[config.mk]
export PLATFORM = sky130hd
export DESIGN_NAME = dfbs_front
export DESIGN_NICKNAME = d
export VERILOG_FILES = /design/src/dfbs_pkg.sv /design/src/dfbs_front.sv
export SDC_FILE = /design/constraint.sdc
export NUM_CORES = 1
export LEC_CHECK = 0
export ABC_CLOCK_PERIOD_IN_PS = 2100
export BUFFER_PORTS_ARGS = -buffer_cell sky130_fd_sc_hd__buf_2
export CAP_MARGIN = 40
export CELL_PAD_IN_SITES_DETAIL_PLACEMENT = 1
export CELL_PAD_IN_SITES_GLOBAL_PLACEMENT = 1
export CORE_ASPECT_RATIO = 1.4
export CORE_MARGIN = 5
export CORE_UTILIZATION = 33
export CTS_BUF_LIST = sky130_fd_sc_hd__clkbuf_16
export CTS_CLUSTER_SIZE = 25
export DETAILED_ROUTE_END_ITERATION = 7
export GPL_TIMING_DRIVEN = 0
export PLACE_DENSITY_LB_ADDON = 0.15
export SYNTH_ARGS = -nofsm -noshare
export SYNTH_HDL_FRONTEND = slang
export SYNTH_SLANG_ARGS = --single-unit
[constraint.sdc]
create_clock -name clk -period 2.1 [get_ports clk]
set_clock_uncertainty 0.15 [all_clocks]
set_input_delay 0.105 -clock clk [delete_from_list [all_inputs] [get_ports clk]]
set_output_delay 0.105 -clock clk [all_outputs]
set_load 0.03 [all_outputs]
[src/dfbs_pkg.sv]
// Shared types and constants for the depth floor background subtraction block.
// Used by every module under src; depends on nothing else.
`timescale 1ns / 1ps

package dfbs_pkg;

	localparam int ACT_W    = 2;
	localparam int IDX_W    = 19;
	localparam int DEPTH_W  = 16;
	localparam int MARGIN_W = 10;

	localparam logic [DEPTH_W-1:0]  FAR_VALUE_RST    = 16'd10000;
	localparam logic [MARGIN_W-1:0] LEARN_MARGIN_RST = 10'd50;

	// Configuration register indexes.
	localparam logic CFG_FAR_VALUE    = 1'b0;
	localparam logic CFG_LEARN_MARGIN = 1'b1;

	typedef enum logic [ACT_W-1:0] {
		ACT_COOK  = 2'd0,
		ACT_LEARN = 2'd1,
		ACT_CLEAR = 2'd2
	} action_t;

	// One pixel moving down the pipeline, depth already substituted.
	typedef struct packed {
		action_t            action;
		logic               in_range;
		logic [IDX_W-1:0]   idx;
		logic [DEPTH_W-1:0] depth;
	} pix_t;

	typedef struct packed {
		logic [DEPTH_W-1:0] cooked_depth;
		logic [DEPTH_W-1:0] depth_out;
	} result_t;

endpackage

[src/dfbs_front.sv]
// Input stage of the floor subtraction pipeline: captures a transaction,
// substitutes the far depth for invalid samples and checks the pixel range.
// Depends on dfbs_pkg.
`timescale 1ns / 1ps

module dfbs_front #(
	parameter int unsigned PIXEL_COUNT = 307200
) (
	input  logic                            clk,
	input  logic                            arst_n,
	input  logic                            adv,
	input  logic                            in_valid,
	input  dfbs_pkg::action_t               in_action,
	input  logic [dfbs_pkg::IDX_W-1:0]      in_idx,
	input  logic [dfbs_pkg::DEPTH_W-1:0]    in_depth_raw,
	input  logic [dfbs_pkg::DEPTH_W-1:0]    far_value,
	output logic                            v_s1,
	output dfbs_pkg::pix_t                  pix_s1
);
	import dfbs_pkg::*;

	always_ff @(posedge clk or negedge arst_n) begin
		if (!arst_n) begin
			v_s1 <= 1'b0;
		end else if (adv) begin
			v_s1 <= in_valid;
		end
	end

	always_ff @(posedge clk) begin
		if (adv) begin
			pix_s1.action   <= in_action;
			pix_s1.idx      <= in_idx;
			pix_s1.in_range <= (32'(in_idx) < PIXEL_COUNT);
			pix_s1.depth    <= (in_depth_raw == '0) ? far_value : in_depth_raw;
		end
	end

endmodule

# Yosys cells after proc, flatten, opt, wreduce, memory -nomap -nowiden
# Cells that the tools add are included.
[totals]
ff_bits = 39
output_inout_bits = 39
[classes]
order_cmp = 1
mux = 1
reduce_logical = 1
[op_table]
columns = ["operator", "count"]
rows = [
  ["$lt 19x19->1 const B", 1],
  ["$logic_not 16->1", 1],
  ["$mux 16", 1],
]

# Depth between registers and ports, before layout
[depth]
word_depth = 2
ltp_mapped = 5
ltp_nobuf = 3

# Worst setup path before layout
# OpenSTA, ideal clock, no wires.
[synth_path]
path_kind = "in2reg"
from = "input in_depth_raw[14] (netlist bit)"
to = "register pix_s1[10] (netlist bit) (data pin)"
arrival_ns = 0.870
path_slack_ns = 0.952
path_stages = 5
path_cell_list = "nor4_1 -> and4_1 -> buf_6 -> buf_12 -> a21o_1"
[synth_via]
elab_chain_cells = 2
[synth_rtl]
columns = ["item", "line", "source"]
rows = [
  ["start: declaration", "dfbs_front.sv:15", "input logic [dfbs_pkg::DEPTH_W-1:0] in_depth_raw,"],
  ["$logic_not 16->1", "dfbs_front.sv:35", "pix_s1.depth <= (in_depth_raw == '0) ? far_value : in_depth_raw;"],
  ["$mux 16", "dfbs_front.sv:35", ""],
  ["end: declaration", "dfbs_front.sv:18", "output dfbs_pkg::pix_t pix_s1"],
]
# No other way between the ends.
# A chain may end at the register's enable or synchronous reset.

# Final worst setup path
[layout_path]
from = "input in_depth_raw[3] (netlist bit)"
to = "register pix_s1[11] (netlist bit) (data pin)"
# The elaborated chain is that of the path after synthesis.

==> flow_metrics.env <==
export IMPL_crit_chain="dlygate4sd3_1 > buf_2 > nor4_1 > and4_1 > buf_6 > buf_12 > a21o_1"
export IMPL_cts_tree="done"
export IMPL_cts_buffer_depth=2
export IMPL_hold_class="flop to flop"
export IMPL_clock_root_buffer="clkbuf_16"
export IMPL_num_io_pins=96
export IMPL_met1_usage_pct=15.7
export IMPL_routabilityCongestion=0.680
export IMPL_max_cap_violations=0
export IMPL_min_delay_start="v_s1$_DFFE_PN0P_"
export IMPL_hold_ws_ns=0.348
export IMPL_rsz0062_at_grt="false"
export IMPL_fin_area_um2=2620
export IMPL_hold_violations=0
export IMPL_p_clk_share_pct=34.6
export IMPL_synth_flop_cell="edfxtp_1"
export IMPL_cts_sinks=39
export IMPL_rows=28
export IMPL_slowest_delay_ns=0.55
export IMPL_p_sw_mw=0.487
export IMPL_cp_required_ns=2.09
export IMPL_post_drt_wl_per_cell_um=17.4
export IMPL_cts_buffers=5
export IMPL_syn_inst=66
export IMPL_start_util_pct=33.3
export IMPL_io_buffers=95
export IMPL_yosys_area_top_type_share_pct=82.2
export IMPL_dp_cells=206
export IMPL_nets=281
export IMPL_reg2reg_from="v_s1$_DFFE_PN0P_"
export IMPL_crit_arrival_ns=1.83
export IMPL_synth_cell_types=12
export IMPL_antenna_found_initial=0
export IMPL_path_clk_slew_ns=0.06
export IMPL_post_route_period_util_pct=87.3
export IMPL_relSlewSlack_pct=42.3
export IMPL_grt_first_pass_wirelength_um=7080
export IMPL_cts_repair_resized=0
export IMPL_synth_seq_area_share_pct=84.0
export IMPL_internal_power_mw=1.51
export IMPL_setup_tns_final_ns=0
export IMPL_diodes=0
export IMPL_met3_usage_pct=5.84
export IMPL_pwr_share_comb_pct=18.4
export IMPL_power_frac_seq_pct=47.0
export IMPL_chipHeight_um=86.8
export IMPL_power_density_nw_per_um2=763
export IMPL_switching_share_pct=24.4
export IMPL_yosysTopAreaCell="edfxtp_1"
export IMPL_gr_total_overflow=0
export IMPL_path_max_fanout=10
export IMPL_area_delta_synth_final_pct=88.3
export IMPL_vias=1223
export IMPL_die_area_um2=5620
export IMPL_r2r_cells=1
export IMPL_worstReg2RegEnd="v_s1$_DFFE_PN0P_"
export IMPL_synth_edf_count=38
export IMPL_grt_pass1_vias=1427
export IMPL_h_tree_depth=2
export IMPL_r2r_slack_ns=1.22
export IMPL_grt_max_degree=40
export IMPL_tightest_slew_ns=0.866
export IMPL_max_freq_mhz=545
export IMPL_worst_setup_path_start_kind="input port"
export IMPL_critical_path_class="input port to flop"
export IMPL_antenna_left=0
export IMPL_fillers=416
export IMPL_drt_initial_drc_count=29
export IMPL_yosys_warnings=0
export IMPL_via_per_inst=4.55
export IMPL_postSynth_asyncResetShare_pct=2.56
export IMPL_status="completed"
export IMPL_setup_violations=0
export IMPL_cp_end_kind="flop"
export IMPL_drc=0
export IMPL_insertion_delay_ns=0.27
export IMPL_synthTopCellsByCount="edfxtp_1, a21o_1, a21o_2, nor4_1"
export IMPL_p_leak_nw=1.20
export IMPL_met2_usage_pct=34.2
export IMPL_min_to="v_s1$_DFFE_PN0P_"
export IMPL_grtUsageTotal_pct=17.2
export IMPL_drt_total_wl_um=4670
export IMPL_p_total_mw=2.00
export IMPL_synth_nets=123
export IMPL_irDropWorstVdd_mv=0.386
export IMPL_die_x_um=64.8
export IMPL_worst_path_buf_inv=4
export IMPL_synthTopCellsByArea="edfxtp_1, a21o_1, a21o_2"
export IMPL_synth_area_um2=1390
export IMPL_synth_most_common_cell="edfxtp_1"
export IMPL_finalCriticalPeriod_ns=1.83
export IMPL_maxSlewViolCount=0
export IMPL_cpLargestDelayFamily="buffers and inverters"
export IMPL_hold_depth=1
export IMPL_final_layout_size_suffix_gt1_share_pct=49.1
export IMPL_syn_area_per_cell_um2=21.0
export IMPL_synth_seq_cells=39
export IMPL_coreArea_um2=4170
export IMPL_grt_busiest_layer="met2"
export IMPL_placed_area_um2=1920
export IMPL_fin_cells=269
export IMPL_firstDrtPassIters=4
export IMPL_cpMaxStageDelayCell="dlygate4sd3_1"
[power groups by stage]
| stage | Combinational, mW | Clock [mW] | Sequential [mW] |
|---|---|---|---|
| 5_1_grt | 0.387 | 0.737 | 0.944 |
| 3_3_place_gp | 0.276 | 0 | 0.951 |
| 3_5_place_dp | 0.281 | 0 | 0.954 |
| 4_1_cts | 0.363 | 0.708 | 0.939 |
| 6_report | 0.367 | 0.691 | 0.938 |
| 2_1_floorplan | 0.0179 | 0 | 1.08 |
[metal layers]
layer  vias to the layer above  share of wire [%]
li1                        582                  -
met1                       579                 32
met2                        58                 59
met3                         4                8.1
met4                         0                1.0
met5                         -                  0
[worst max-delay path by stage]
stage | from | end | slack [ns] | cells after the start
after floorplan | in_depth_raw[14] | pix_s1[10]$_DFFE_PP_ | 0.95 | 5
after detailed placement | in_depth_raw[14] | pix_s1[6]$_DFFE_PP_ | 0.58 | 6
after global placement | in_depth_raw[14] | pix_s1[6]$_DFFE_PP_ | 0.61 | 6
final | in_depth_raw[3] | pix_s1[11]$_DFFE_PP_ | 0.27 | 7
after global routing | in_depth_raw[3] | pix_s1[6]$_DFFE_PP_ | 0.24 | 7
after CTS | in_depth_raw[14] | pix_s1[6]$_DFFE_PP_ | 0.30 | 7
[registers in the layout, summed over array words and instances, names as in the netlist]
| name | flops |
|---|---|
| v_s1 | 1 |
| pix_s1 | 38 |
[per-stage QoR]
step	util [%]	setup slack (ns)
3_3_place_gp	46.1	0.611
6_report	62.7	0.266
4_1_cts	62.7	0.295
3_5_place_dp	46.1	0.578
2_1_floorplan	-	0.952
5_1_grt	62.7	0.236
[cell type report]
| type | count | area [µm²] | share of cell area, % |
|---|---|---|---|
| Multi-Input combinational cell | 25 | 191 | 7.32 |
| Timing Repair Buffer | 151 | 1040 | 39.6 |
| Buffer | 2 | 31.3 | 1.20 |
| Clock buffer | 5 | 125 | 4.78 |
| Tap cell | 45 | 56.3 | 2.15 |
| Sequential cell | 39 | 1170 | 44.6 |
| Clock inverter | 2 | 8.76 | 0.335 |
[placed cells by master (no fill, tap or decap), drive strengths merged]
master       count
clkinv           2
dlygate4sd3     56
mux2             1
clkbuf           5
a21oi            1
a21o            16
nor4             4
o31ai            1
nor2b            1
dfrtp            1
buf             97
edfxtp          38
and4             1
[cell families after synthesis]
group / after synthesis / synth area share (%)
flops: 39 / 84.0
compound gates: 18 / 10.1
buf+inv: 2 / 2.25
simple gates: 6 / 2.88
mux: 1 / 0.811
[timing repair]
item | in CTS | in global routing
endpoints found under the hold margin | 40 | 0
hold buffers | 56 | 0
setup buffers | 0 | 0
No activity file was read; power rests on OpenSTA's default activity.
